### src/hdl/nearest_ready_point_picker_core_assert.svh
// ----------------------------------------------------------------------------
// Assertion macros for the nearest ready point picker
// Implication checks on clock, disabled while reset is high.
// ----------------------------------------------------------------------------
`ifndef NEAREST_READY_POINT_PICKER_CORE_ASSERT_SVH
`define NEAREST_READY_POINT_PICKER_CORE_ASSERT_SVH

`ifndef NO_ASSERTIONS
`define NRPP_ASSERT_IMPLY(label, ante, cons, msg) \
   label: assert property (@(posedge clock) disable iff (reset) (ante) |-> (cons)) \
      else $error(msg);
`define NRPP_ASSERT_NEXT(label, ante, cons, msg) \
   label: assert property (@(posedge clock) disable iff (reset) (ante) |=> (cons)) \
      else $error(msg);
`else
`define NRPP_ASSERT_IMPLY(label, ante, cons, msg)
`define NRPP_ASSERT_NEXT(label, ante, cons, msg)
`endif

`endif

### src/hdl/nrpp_pkg.sv
// ----------------------------------------------------------------------------
// nrpp_pkg
// Sizes, codes and shared types of the nearest ready point picker.
// ----------------------------------------------------------------------------
`default_nettype none

package nrpp_pkg;

   localparam int TABLE_DEPTH = 32;
   localparam int COORD_BITS  = 8;

   localparam int IDX_BITS    = $clog2(TABLE_DEPTH);
   localparam int SLOT_BITS   = 5;
   localparam int LIMIT_BITS  = 17;
   localparam int LIMIT_RESET = 50000;
   localparam int DIST_BITS   = 2 * COORD_BITS + 2;
   localparam int BEST_BITS   = (DIST_BITS > LIMIT_BITS) ? DIST_BITS : LIMIT_BITS;

   localparam logic KIND_LOAD  = 1'b0;
   localparam logic KIND_QUERY = 1'b1;

   typedef struct packed {
      logic                live;
      logic                ready;
      logic                last;
      logic [IDX_BITS-1:0] idx;
   } probe_type;

   typedef struct packed {
      logic                         live;
      logic                         ready;
      logic                         last;
      logic [IDX_BITS-1:0]          idx;
      logic signed [COORD_BITS-1:0] px;
      logic signed [COORD_BITS-1:0] py;
      logic [DIST_BITS-1:0]         sq_dist;
   } dist_res_type;

endpackage

`default_nettype wire

### src/hdl/nearest_ready_point_picker_core.sv
// ----------------------------------------------------------------------------
// nearest_ready_point_picker_core
// Point table with ready marks; a query picks the nearest ready point within
// the distance limit, clears its mark and returns goal and setpoints.
// ----------------------------------------------------------------------------
// Load word: accepted back to back, no response.
// Query word: the sequencer walks all TABLE_DEPTH entries through the shared
//   distance unit, one per cycle; the response word is registered in ST_FINISH
//   once the output is free, and the next word is taken back in ST_IDLE.
// Reset clears all ready marks and sets the limit to 50000; table contents
//   stay undefined until loaded.
// ----------------------------------------------------------------------------
`default_nettype none

`include "nearest_ready_point_picker_core_assert.svh"

module nearest_ready_point_picker_core
   import nrpp_pkg::*;
(
   input  wire logic                         clock,
   input  wire logic                         reset,

   input  wire logic                         csr_wr_en,
   input  wire logic [LIMIT_BITS-1:0]        csr_wr_data,

   input  wire logic                         req_valid,
   output logic                              req_stall,
   input  wire logic                         req_kind,
   input  wire logic [SLOT_BITS-1:0]         req_slot,
   input  wire logic signed [COORD_BITS-1:0] req_point_x,
   input  wire logic signed [COORD_BITS-1:0] req_point_y,
   input  wire logic signed [COORD_BITS-1:0] req_here_x,
   input  wire logic signed [COORD_BITS-1:0] req_here_y,

   output logic                              rsp_valid,
   input  wire logic                         rsp_stall,
   output logic                              rsp_found,
   output logic [SLOT_BITS-1:0]              rsp_chosen_slot,
   output logic signed [COORD_BITS-1:0]      rsp_goal_x,
   output logic signed [COORD_BITS:0]        rsp_goal_y,
   output logic signed [COORD_BITS:0]        rsp_setpoint_a,
   output logic signed [COORD_BITS:0]        rsp_setpoint_b
);

   typedef enum logic [1:0] {
      ST_IDLE,
      ST_SCAN,
      ST_WAIT,
      ST_FINISH
   } state_type;

   localparam logic [IDX_BITS-1:0] LAST_IDX = IDX_BITS'(TABLE_DEPTH - 1);

   state_type                    state_ff, state_in;
   logic [LIMIT_BITS-1:0]        limit_ff, limit_in;
   logic [TABLE_DEPTH-1:0]       ready_ff, ready_in;
   logic [IDX_BITS-1:0]          cnt_ff, cnt_in;
   probe_type                    probe_ff, probe_in;
   logic [BEST_BITS-1:0]         best_d_ff, best_d_in;
   logic                         hit_ff, hit_in;
   logic [IDX_BITS-1:0]          best_idx_ff, best_idx_in;
   logic signed [COORD_BITS-1:0] best_x_ff, best_x_in;
   logic signed [COORD_BITS-1:0] best_y_ff, best_y_in;
   logic signed [COORD_BITS-1:0] here_x_ff, here_x_in;
   logic signed [COORD_BITS-1:0] here_y_ff, here_y_in;
   logic                         rsp_valid_ff, rsp_valid_in;
   logic                         found_ff, found_in;
   logic [SLOT_BITS-1:0]         chosen_ff, chosen_in;
   logic signed [COORD_BITS-1:0] goal_x_ff, goal_x_in;
   logic signed [COORD_BITS:0]   goal_y_ff, goal_y_in;
   logic signed [COORD_BITS:0]   set_a_ff, set_a_in;
   logic signed [COORD_BITS:0]   set_b_ff, set_b_in;

   logic                         req_accept;
   logic                         slot_ok;
   logic                         ram_wr_en;
   logic [2*COORD_BITS-1:0]      ram_rd_data;
   dist_res_type                 dist_res;
   logic                         fin_go;
   logic signed [COORD_BITS-1:0] fin_gx;
   logic signed [COORD_BITS:0]   fin_gy;

   assign req_stall  = (state_ff != ST_IDLE);
   assign req_accept = req_valid && !req_stall;
   assign slot_ok    = (32'(req_slot) < TABLE_DEPTH);
   assign ram_wr_en  = req_accept && (req_kind == KIND_LOAD) && slot_ok;
   assign fin_go     = !rsp_valid_ff || !rsp_stall;

   nrpp_ram #(
      .WIDTH (2 * COORD_BITS),
      .DEPTH (TABLE_DEPTH)
   ) u_store (
      .clock   (clock),
      .wr_en   (ram_wr_en),
      .wr_addr (IDX_BITS'(req_slot)),
      .wr_data ({req_point_y, req_point_x}),
      .rd_addr (cnt_ff),
      .rd_data (ram_rd_data)
   );

   nrpp_dist_unit u_dist (
      .clock   (clock),
      .reset   (reset),
      .probe   (probe_ff),
      .point_x (ram_rd_data[COORD_BITS-1:0]),
      .point_y (ram_rd_data[2*COORD_BITS-1:COORD_BITS]),
      .here_x  (here_x_ff),
      .here_y  (here_y_ff),
      .res     (dist_res)
   );

   always_comb begin
      state_in     = state_ff;
      limit_in     = limit_ff;
      ready_in     = ready_ff;
      cnt_in       = cnt_ff;
      probe_in     = '0;
      best_d_in    = best_d_ff;
      hit_in       = hit_ff;
      best_idx_in  = best_idx_ff;
      best_x_in    = best_x_ff;
      best_y_in    = best_y_ff;
      here_x_in    = here_x_ff;
      here_y_in    = here_y_ff;
      rsp_valid_in = rsp_valid_ff && rsp_stall;
      found_in     = found_ff;
      chosen_in    = chosen_ff;
      goal_x_in    = goal_x_ff;
      goal_y_in    = goal_y_ff;
      set_a_in     = set_a_ff;
      set_b_in     = set_b_ff;

      fin_gx = hit_ff ? best_x_ff : '0;
      fin_gy = hit_ff ? ((COORD_BITS+1)'(best_y_ff) - (COORD_BITS+1)'(1)) : '0;

      if (csr_wr_en) begin
         limit_in = csr_wr_data;
      end

      if (dist_res.live && dist_res.ready && (BEST_BITS'(dist_res.sq_dist) < best_d_ff)) begin
         best_d_in   = BEST_BITS'(dist_res.sq_dist);
         hit_in      = 1'b1;
         best_idx_in = dist_res.idx;
         best_x_in   = dist_res.px;
         best_y_in   = dist_res.py;
      end

      case (state_ff)
         ST_IDLE: begin
            if (req_accept) begin
               if (req_kind == KIND_LOAD) begin
                  if (slot_ok) begin
                     ready_in[IDX_BITS'(req_slot)] = 1'b1;
                  end
               end else begin
                  state_in    = ST_SCAN;
                  cnt_in      = '0;
                  best_d_in   = BEST_BITS'(limit_ff);
                  hit_in      = 1'b0;
                  best_idx_in = '0;
                  here_x_in   = req_here_x;
                  here_y_in   = req_here_y;
               end
            end
         end
         ST_SCAN: begin
            probe_in.live  = 1'b1;
            probe_in.ready = ready_ff[cnt_ff];
            probe_in.last  = (cnt_ff == LAST_IDX);
            probe_in.idx   = cnt_ff;
            cnt_in         = cnt_ff + 1'b1;
            if (cnt_ff == LAST_IDX) begin
               state_in = ST_WAIT;
            end
         end
         ST_WAIT: begin
            if (dist_res.live && dist_res.last) begin
               state_in = ST_FINISH;
            end
         end
         ST_FINISH: begin
            if (fin_go) begin
               rsp_valid_in = 1'b1;
               found_in     = hit_ff;
               chosen_in    = SLOT_BITS'(best_idx_ff);
               goal_x_in    = fin_gx;
               goal_y_in    = fin_gy;
               set_a_in     = fin_gy - (COORD_BITS+1)'(here_y_ff);
               set_b_in     = (COORD_BITS+1)'(fin_gx) - (COORD_BITS+1)'(here_x_ff);
               if (hit_ff) begin
                  ready_in[best_idx_ff] = 1'b0;
               end
               state_in = ST_IDLE;
            end
         end
         default: begin
            state_in = ST_IDLE;
         end
      endcase
   end

   always_ff @(posedge clock) begin
      if (reset) begin
         state_ff     <= ST_IDLE;
         limit_ff     <= LIMIT_BITS'(LIMIT_RESET);
         ready_ff     <= '0;
         cnt_ff       <= '0;
         probe_ff     <= '0;
         hit_ff       <= 1'b0;
         rsp_valid_ff <= 1'b0;
      end else begin
         state_ff     <= state_in;
         limit_ff     <= limit_in;
         ready_ff     <= ready_in;
         cnt_ff       <= cnt_in;
         probe_ff     <= probe_in;
         hit_ff       <= hit_in;
         rsp_valid_ff <= rsp_valid_in;
      end
      best_d_ff   <= best_d_in;
      best_idx_ff <= best_idx_in;
      best_x_ff   <= best_x_in;
      best_y_ff   <= best_y_in;
      here_x_ff   <= here_x_in;
      here_y_ff   <= here_y_in;
      found_ff    <= found_in;
      chosen_ff   <= chosen_in;
      goal_x_ff   <= goal_x_in;
      goal_y_ff   <= goal_y_in;
      set_a_ff    <= set_a_in;
      set_b_ff    <= set_b_in;
   end

   assign rsp_valid       = rsp_valid_ff;
   assign rsp_found       = found_ff;
   assign rsp_chosen_slot = chosen_ff;
   assign rsp_goal_x      = goal_x_ff;
   assign rsp_goal_y      = goal_y_ff;
   assign rsp_setpoint_a  = set_a_ff;
   assign rsp_setpoint_b  = set_b_ff;

   `NRPP_ASSERT_NEXT(a_mark_cleared, (state_ff == ST_FINISH && fin_go && hit_ff), !ready_ff[$past(best_idx_ff)], "chosen point still marked ready")
   `NRPP_ASSERT_IMPLY(a_miss_zero, (rsp_valid_ff && !found_ff), (chosen_ff == '0 && goal_x_ff == '0 && goal_y_ff == '0), "miss word carries nonzero slot or goal")
   `NRPP_ASSERT_IMPLY(a_dist_in_scan, dist_res.live, (state_ff == ST_SCAN || state_ff == ST_WAIT), "distance result outside scan")
   `NRPP_ASSERT_IMPLY(a_rsp_from_finish, $rose(rsp_valid_ff), ($past(state_ff) == ST_FINISH), "response word raised outside finish")

endmodule

`default_nettype wire

### src/hdl/nrpp_ram.sv
// ----------------------------------------------------------------------------
// nrpp_ram
// Generic single write port, single read port RAM with registered read data.
// ----------------------------------------------------------------------------
`default_nettype none

module nrpp_ram #(
   parameter int WIDTH = 16,
   parameter int DEPTH = 32
) (
   input  wire logic                     clock,
   input  wire logic                     wr_en,
   input  wire logic [$clog2(DEPTH)-1:0] wr_addr,
   input  wire logic [WIDTH-1:0]         wr_data,
   input  wire logic [$clog2(DEPTH)-1:0] rd_addr,
   output logic      [WIDTH-1:0]         rd_data
);

   logic [WIDTH-1:0] mem_ff [DEPTH];

   always_ff @(posedge clock) begin
      if (wr_en) begin
         mem_ff[wr_addr] <= wr_data;
      end
      rd_data <= mem_ff[rd_addr];
   end

endmodule

`default_nettype wire

### src/hdl/nrpp_dist_unit.sv
// ----------------------------------------------------------------------------
// nrpp_dist_unit
// Shared squared distance unit: one table entry per cycle, registered result.
// ----------------------------------------------------------------------------
`default_nettype none

module nrpp_dist_unit
   import nrpp_pkg::*;
(
   input  wire logic                         clock,
   input  wire logic                         reset,
   input  wire probe_type                    probe,
   input  wire logic signed [COORD_BITS-1:0] point_x,
   input  wire logic signed [COORD_BITS-1:0] point_y,
   input  wire logic signed [COORD_BITS-1:0] here_x,
   input  wire logic signed [COORD_BITS-1:0] here_y,
   output dist_res_type                      res
);

   logic signed [COORD_BITS:0]     dx;
   logic signed [COORD_BITS:0]     dy;
   logic signed [2*COORD_BITS+1:0] sq_x;
   logic signed [2*COORD_BITS+1:0] sq_y;
   dist_res_type                   res_in;
   dist_res_type                   res_ff;

   always_comb begin
      dx   = (COORD_BITS+1)'(point_x) - (COORD_BITS+1)'(here_x);
      dy   = (COORD_BITS+1)'(point_y) - (COORD_BITS+1)'(here_y);
      sq_x = dx * dx;
      sq_y = dy * dy;

      res_in.live    = probe.live;
      res_in.ready   = probe.ready;
      res_in.last    = probe.last;
      res_in.idx     = probe.idx;
      res_in.px      = point_x;
      res_in.py      = point_y;
      res_in.sq_dist = DIST_BITS'($unsigned(sq_x)) + DIST_BITS'($unsigned(sq_y));
   end

   always_ff @(posedge clock) begin
      res_ff <= res_in;
      if (reset) begin
         res_ff.live <= 1'b0;
      end
   end

   assign res = res_ff;

endmodule

`default_nettype wire
### config.mk
export PLATFORM = sky130hd
export DESIGN_NAME = nearest_ready_point_picker_core
export DESIGN_NICKNAME = d
export VERILOG_FILES = /design/src/hdl/nrpp_pkg.sv /design/src/hdl/nearest_ready_point_picker_core.sv /design/src/hdl/nrpp_ram.sv /design/src/hdl/nrpp_dist_unit.sv
export VERILOG_INCLUDE_DIRS = /design/src /design/src/hdl
export SDC_FILE = /design/constraint.sdc
export NUM_CORES = 1
export LEC_CHECK = 0
export BUFFER_PORTS_ARGS = -buffer_cell sky130_fd_sc_hd__buf_2
export CORE_MARGIN = 3
export CORE_UTILIZATION = 50
export CTS_BUF_LIST = sky130_fd_sc_hd__clkbuf_8
export DETAILED_ROUTE_END_ITERATION = 6
export GPL_TIMING_DRIVEN = 0
export PLACE_DENSITY = 0.69
export REMOVE_ABC_BUFFERS = 1
export SYNTH_ARGS = -nofsm -noshare
export SYNTH_HDL_FRONTEND = slang
export SYNTH_SLANG_ARGS = --single-unit
export TNS_END_PERCENT = 100
### constraint.sdc
create_clock -name clock -period 11.6 [get_ports clock]
set_input_delay 1.16 -clock clock [delete_from_list [all_inputs] [get_ports clock]]
set_output_delay 1.16 -clock clock [all_outputs]
set_load 0.01 [all_outputs]
== Word level (Yosys, flattened, before mapping) ==
Memories as Yosys holds them, arrays and structs flattened. A register that Yosys moved wholly into a read port is not among the register bits.
Index checks and enable logic that the tools add are counted.

* Register bits: 204
* RAM bits: 512
* Input port bits: 60
* Word-level logic and storage cells: 122
* Memories: 1

* Add/subtract/negate cells: 7
* Multiply operators: 2
* Magnitude comparators: 6
* Equality and inequality tests: 11
* Multiplexer cells: 39
* Bitwise operators: 5
* Reductions and logical operators: 22

{| class="wikitable"
|+ Memory list
! memory !! words !! width !! read ports !! clocked after memory_dff !! write ports !! RTL line !! RTL
|-
| u_store.mem_ff || 32 || 16 || 1 || 1 || 1 || nrpp_ram.sv:19 || <nowiki>logic [WIDTH-1:0] mem_ff [DEPTH];</nowiki>
|}

{| class="wikitable"
|+ Operators with widths
! cell !! number
|-
| two-way mux 32 bit || 4
|-
| two-way mux 18 bit || 4
|-
| one-hot mux 32 bit (2 select lines) || 1
|-
| multiplier 9 x 9 -> 18 bit || 2
|-
| bitwise AND 32 bit || 1
|-
| inverter 32 bit || 1
|-
| bitwise OR 32 bit || 1
|-
| two-way mux 5 bit || 6
|-
| subtractor 8 x 8 -> 9 bit || 3
|-
| adder 18 bit || 1
|-
| less-than comparator 18 bit || 1
|-
| less-than comparator 5 x 6 -> 1 bit, second input constant || 3
|-
| two-way mux 8 bit || 2
|-
| != test 2 bit, second input constant || 7
|-
| two-way mux 1 bit || 11
|-
| demux 1 bit (select 5 bit) || 2
|-
| greater-or-equal comparator 5 x 1 -> 1 bit, second input constant || 2
|-
| two-way mux 2 bit || 5
|-
| one-hot mux 5 bit (2 select lines) || 1
|-
| AND reduction 5 bit || 2
|-
| two-way mux 9 bit || 1
|-
| subtractor 8 x 2 -> 9 bit, second input constant || 1
|-
| subtractor 9 x 8 -> 9 bit || 1
|-
| logical AND 1 bit || 8
|-
| other kinds (14) || 21
|}

== Depth between registers and ports, before layout ==
Gate-level depths: netlist of the first run.

* Depth in word-level cells: 9
* Mapped depth: 32
* Mapped depth without buffers: 32

== Modules after synthesis ==
Synthesis of the first run repeated with hierarchy kept, for this count alone.

* Cells, all modules: 2614
* Area, all modules: 35285.1 um2

{| class="wikitable"
|+ Modules (own cells, without submodules)
! module !! instances !! cells each !! area each (um2) !! seq. area each (um2)
|-
| nrpp_ram || 1 || 1143 || 20535.9 || 15695.1
|-
| nearest_ready_point_picker_core || 1 || 712 || 7485.9 || 3973.8
|-
| nrpp_dist_unit || 1 || 759 || 7263.2 || 840.8
|}

== Worst setup path after synthesis of the first run ==
OpenSTA, ideal clock, no wires.

* Path type: register to register
* From: reg here_y_ff[0]
* To: reg u_dist.res_ff (netlist bit u_dist.res[16])
* Setup time: 106 ps
* Arrival time: 7055 ps
* Data required time: 11494 ps
* Slack: 4439 ps
* Stages on the path, launching flop included: 30
* Period minus slack after synthesis: 7161 ps
* Cell sequence: edfxtp_1 ha_1 inv_1 fa_1 a21o_1 a21oi_1 o21bai_1 a21oi_1 o211ai_1 and2_1 buf_2 clkinv_1 nand2_1 fa_1 inv_1 fa_1 fa_1 fa_1 fa_1 fa_1 inv_1 fa_1 inv_1 ha_1 inv_1 o21bai_1 a21oi_1 nor2b_1 or2_2 o311ai_0

{| class="wikitable"
|+ RTL lines
! what !! RTL line !! RTL
|-
| start, declared || nearest_ready_point_picker_core.sv:65 || <nowiki>logic signed [COORD_BITS-1:0] here_y_ff, here_y_in;</nowiki>
|-
| start signal, assigned || nearest_ready_point_picker_core.sv:225 || <nowiki>here_y_ff <= here_y_in;</nowiki>
|-
| end signal, assigned || nrpp_dist_unit.sv:43 || <nowiki>res_ff <= res_in;</nowiki>
|-
| end, declared || nrpp_dist_unit.sv:25 || <nowiki>dist_res_type res_ff;</nowiki>
|}

==> results.py, run 1 <==
metrics = {
    "run_status": {
        "status": "finished clean",
    },
    "sta": {
        "finalSetupViolCount": 0,
        "rsz0062_at_grt": "no",
        "timing.final.crit_share_pct": 72.4,
        "hold_ws_ns": 0.322,
        "fin_ws_ns": 3.21,
        "fin_skew_ns": 0.0356,
        "slew_violations": 0,
        "timing.fmax_ghz": 0.119,
        "hold_violations": 0,
        "tightest_slew_ns": 1.34,
        "slew-limit-headroom_pct": 10.9,
        "min_period_ns": 8.39,
        "fin_tns_setup_ns": 0,
    },
    "placement": {
        "io_buffer_count": 102,
        "hpwlAfterDp_um": 52100,
        "gp_congestion": 0.829,
        "place_ws_ns": 3.24,
    },
    "die": {
        "die_area_mm2": 0.0712,
        "dieHeight_um": 267,
        "die_x_um": 267,
        "core_mm2": 0.0666,
        "ios": 103,
        "rows": 94,
        "start_util_pct": 51.1,
    },
    "grt": {
        "grt_pass1_wl_um": 115000,
        "antenna_found_initial": 4,
        "grt_pass1_vias": 19600,
        "grt_max_degree": 61,
        "grt_overflow_total": 0,
        "grt_usage_pct": 21.6,
    },
    "clock_tree": {
        "postCtsSetupRepairBufs": 0,
        "clk_latency_ns": 0.75,
        "cts_hold_buffers": 0,
        "cts-buffers-inserted": 116,
        "cts_resized": 0,
        "tritoncts": "yes",
        "path_clk_slew_ns": 0.06,
        "htree_levels": 3,
        "clockBufferDepth": 3,
        "clock-root-buffer": "clkbuf_8",
        "cts_sinks": 732,
    },
    "min_path": {
        "hold_path_class": "register to register",
    },
    "synth": {
        "synth_edf_count": 585,
        "synth.yosys.seq_area_share_pct": 60.3,
        "ys_seq_elements": 732,
        "yosysMostFrequentCell": "edfxtp_1",
        "yosysTopAreaCellShare_pct": 51.6,
        "ys_warn_count": 0,
        "async_reset_ff_share_pct": 0,
        "synthCells": 2158,
        "synth_top_cells_by_count": "edfxtp_1, inv_1, mux4_2",
        "syn_area_mm2": 0.0340,
        "synthTopCellsByArea": "edfxtp_1, mux4_2, fa_1",
        "synth.distinct_cells": 57,
        "postSynthAreaPerCell_um2": 15.8,
        "synth_top_area_cell": "edfxtp_1",
        "ys.flop_type": "edfxtp_1",
    },
    "cells_and_area": {
        "final_nets": 2674,
        "fillerInstances": 5058,
        "area_delta_synth_final_pct": 13.5,
        "drive_gt1_share_pct": 22.4,
        "multi_input_area_mm2": 0.0124,
        "seqCellArea_mm2": 0.0205,
    },
    "drt": {
        "avgViaCountPerCell": 5.60,
        "route.vias.total": 18500,
        "drtIter0Drc": 1570,
        "drc": 0,
        "wire_per_inst_um": 22.5,
        "drt_pass1_iterations": 5,
        "ant_nets": 0,
        "wirelength_um": 74300,
    },
    "critical_path": {
        "worstPathMaxFanout": 8,
        "crit_type": "register to register",
        "slowest_stage": "xor2_1",
        "cp_top_family": "adder cells",
        "endpoint_kind": "register",
        "crit_arrival_ns": 8.97,
        "critPathLaunchType": "register",
        "slowest_delay_ns": 0.59,
        "cp.required_ns": 12.18,
        "crit_buf_inv": 7,
    },
    "run": {
        "maxCapViolCount": 0,
    },
}
final timing paths:
path	start	to	slack, ns	cells past startpoint
hold / removal	probe_ff[6]$_SDFF_PP0_	u_dist.res[40]$_DFF_P_	0.32	0
setup reg to reg	here_x_ff[1]$_DFFE_PP_	u_dist.res[16]$_DFF_P_	3.21	28
hold reg to reg	probe_ff[6]$_SDFF_PP0_	u_dist.res[40]$_DFF_P_	0.32	0
setup / recovery	here_x_ff[1]$_DFFE_PP_	u_dist.res[16]$_DFF_P_	3.21	28
layer usage:
layer | track usage (%) | wire length, um | up-vias
met5 | 0 | 0 | -
met4 | 5.76 | 1590 | 0
met3 | 4.22 | 3770 | 133
met2 | 37.6 | 39000 | 521
met1 | 27.9 | 30000 | 9535
li1 | - | - | 8291
through the flow:
| step | utilization [%] | cell area (um^2) | instances |
|---|---|---|---|
| 3_3_place_gp | 53.0 | 35300 | 3044 |
| 4_1_cts | 58.0 | 38600 | 3300 |
| 2_1_floorplan | - | 33700 | 2078 |
| 5_1_grt | 58.0 | 38600 | 3301 |
| 3_5_place_dp | 54.3 | 36200 | 3087 |
| 6_report | 58.0 | 38600 | 3301 |
cells in the final DEF (no fill, tap or decap), types with 11 or more instances in the layout:
cell type,synthesis,final
ha_1,124,124
o311ai_0,17,17
clkinv_2,0,16
dfxtp_1,147,143
nand3_1,23,23
o21ai_0,29,29
mux4_2,170,170
and2_1,32,31
nand2_1,114,114
inv_1,219,251
buf_16,0,11
xor2_1,13,13
mux2_2,17,17
xnor2_1,45,45
a21oi_1,63,62
fa_1,149,149
clkbuf_8,0,134
buf_2,8,102
nor2_2,0,32
edfxtp_1,585,585
nor2b_1,27,27
mux2i_1,24,24
clkinv_1,3,18
a21o_1,11,11
nor2_1,141,109
nor3_1,23,23
buf_8,0,26
registers in the layout, indices dropped and copies added (netlist names), 9 cells and up:
register,cells
u_store.mem_ff,512
rsp_goal_y,9
u_dist.res,42
rsp_setpoint_a,9
rsp_setpoint_b,9
limit_ff,17
u_store.rd_data,16
ready_ff,32
best_d_ff,18
kinds of logic (layout without fill, tap and decap cells):
family | after synthesis | count (layout) | synth area share (%)
multiplexers | 211 | 211 | 12.5
flip-flops | 732 | 732 | 60.3
AO/OA/AOI/OAI | 176 | 176 | 3.34
AND/OR/NAND/NOR | 406 | 406 | 5.53
adder cells (fa/ha/maj) | 273 | 273 | 13.3
XOR/XNOR | 58 | 58 | 1.49
buffers and inverters | 302 | 580 | 3.48
other | 0 | 1 | 0
cell type report:
type | count | share of cell area [%]
multi-input combinational | 1124 | 32.2
sequential | 732 | 53.1
inverter | 222 | 2.16
clock inverter | 79 | 1.53
timing repair buffer | 145 | 3.43
antenna | 1 | 0.00648
tap | 864 | 2.80
clock buffer | 134 | 4.78
Power of run 1 is left out: the tool's default activity adds up to more than one toggle a clock period on the data nets, which glitch-free logic cannot reach.
==> run 2: changes to the inputs <==
==> constraint.sdc (replaced) <==
create_clock -name clock -period 8.5 [get_ports clock]
set_input_delay 0.85 -clock clock [delete_from_list [all_inputs] [get_ports clock]]
set_output_delay 0.85 -clock clock [all_outputs]
set_load 0.01 [all_outputs]
==> run 2 against run 1 <==
Net effect: largest cell class unchanged; register-to-register slack got worse by 2.7 ns; highest routed layer unchanged; critical path depth increased by 3; final cell count increased by 0.18%.
==> results.py, run 2 (synthesis results as in run 1) <==
metrics = {
    "min_path": {
        "hold_path_class": "input port to register",
        "hp-start": "req_here_y[0]",
        "min_path_cells": 1,
        "whs_endpoint": "here_y_ff[0]$_DFFE_PP_",
    },
    "drt": {
        "drtIter0Drc": 1540,
        "avgViaCountPerCell": 5.59,
        "route.vias.total": 18500,
        "wire_per_inst_um": 22.5,
        "ant_nets": 0,
        "drt_pass1_iterations": 7,
        "drc": 0,
        "wirelength_um": 74500,
    },
    "cells_and_area": {
        "area_delta_synth_final_pct": 13.7,
        "fillerInstances": 5057,
        "largest_register": "u_store.mem_ff",
        "final_common_cell": "edfxtp_1",
        "fin_cells": 3307,
        "largest_reg_flops": 512,
        "drive_gt1_share_pct": 22.7,
        "final_cell_mix": "edfxtp_1, inv_1, mux4_2",
        "final_nets": 2679,
        "final_util_pct": 58.1,
    },
    "die": {
        "die_x_um": 267,
        "rows": 94,
        "core_mm2": 0.0666,
        "ios": 103,
        "dieHeight_um": 267,
        "die_area_mm2": 0.0712,
        "start_util_pct": 51.1,
    },
    "grt": {
        "grt_pass1_wl_um": 115000,
        "antenna_found_initial": 4,
        "grt_usage_pct": 21.6,
        "grt_overflow_total": 0,
        "grt_pass1_vias": 19600,
        "grt_max_degree": 61,
    },
    "critical_path": {
        "worstPathMaxFanout": 11,
        "crit_type": "register to register",
        "reg2reg_from": "here_x_ff[0]$_DFFE_PP_",
        "slowest_delay_ns": 0.51,
        "reg2reg_depth": 31,
        "reg2reg_to": "u_dist.res[16]$_DFF_P_",
        "critPathLaunchType": "register",
        "r2r_setup_slack_ns": 0.51,
        "crit_arrival_ns": 8.59,
        "cp.required_ns": 9.10,
        "endpoint_kind": "register",
        "slowest_stage": "fa_1",
    },
    "placement": {
        "place_ws_ns": 0.140,
        "placedCellCount": 3087,
        "gp_congestion": 0.829,
        "hpwlAfterDp_um": 52100,
        "io_buffer_count": 102,
    },
    "sta": {
        "fin_ws_ns": 0.506,
        "tightest_slew_ns": 1.36,
        "hold_violations": 0,
        "finalSetupViolCount": 0,
        "fin_skew_ns": 0.0360,
        "timing.final.crit_share_pct": 94.0,
        "timing.fmax_ghz": 0.125,
        "slew-limit-headroom_pct": 9.35,
        "hold_ws_ns": 0.289,
        "min_period_ns": 7.99,
        "slew_violations": 0,
    },
    "clock_tree": {
        "clk_latency_ns": 0.75,
        "path_clk_slew_ns": 0.06,
        "cts-buffers-inserted": 116,
        "tritoncts": "yes",
        "clock-root-buffer": "clkbuf_8",
        "htree_levels": 3,
        "cts_hold_buffers": 0,
        "clockBufferDepth": 3,
        "cts_sinks": 732,
    },
    "run_status": {
        "status": "finished clean",
    },
    "run": {
        "maxCapViolCount": 0,
    },
}
-- run 2: worst max path at each step --
stage                                       end                   start
finish                   u_dist.res[16]$_DFF_P_  here_x_ff[0]$_DFFE_PP_
global route             u_dist.res[16]$_DFF_P_  here_x_ff[0]$_DFFE_PP_
CTS                      u_dist.res[16]$_DFF_P_  here_x_ff[1]$_DFFE_PP_
detailed placement       u_dist.res[16]$_DFF_P_  here_x_ff[0]$_DFFE_PP_
global placement    u_store.rd_data[15]$_DFF_P_  cnt_ff[0]$_SDFFE_PP0P_
floorplan                u_dist.res[16]$_DFF_P_  here_x_ff[0]$_DFFE_PP_
-- run 2: per-stage QoR --
stage / area (um^2) / setup TNS, ns
6_report: 38700 / 0
5_1_grt: 38700 / -0.0113
4_1_cts: 38600 / 0
3_5_place_dp: 36200 / 0
3_3_place_gp: 35300 / -31.76
2_1_floorplan: 33700 / 0
-- run 2: area by class of cell --
cell class                 instances  area (um^2)  area share [%]
multi-input combinational       1124        12400            32.2
clock buffer                     134         1840            4.77
inverter                         222          837            2.16
antenna                            2         5.00          0.0129
clock inverter                    79          591            1.53
tap                              864         1080            2.80
sequential                       732        20500            53.1
timing repair buffer             150         1360            3.52
-- run 2: worst max-delay path, delay by kind of cell, from the launching register on --
kind / cells / cell delay, ns
AOI/OAI and AO/OA: 8 / 1.57
adders and majority gates: 10 / 4.07
buffers and inverters: 9 / 0.81
DFF: 1 / 0.42
and+or+nand+nor: 4 / 1.01
-- run 2: routing by layer --
layer	track usage, %	up-vias	wire length (um)
met5	0	-	0
met4	5.76	0	1460
met3	4.22	113	3830
met2	37.6	517	39200
met1	27.9	9558	30000
li1	-	8296	-
-- run 2: what timing repair did --
item	CTS	global route
endpoints found under the setup margin	0	4
endpoints found under the hold margin	0	0
gates resized for setup	0	5
setup buffers	0	5
Power of run 2 is left out for the same reason.
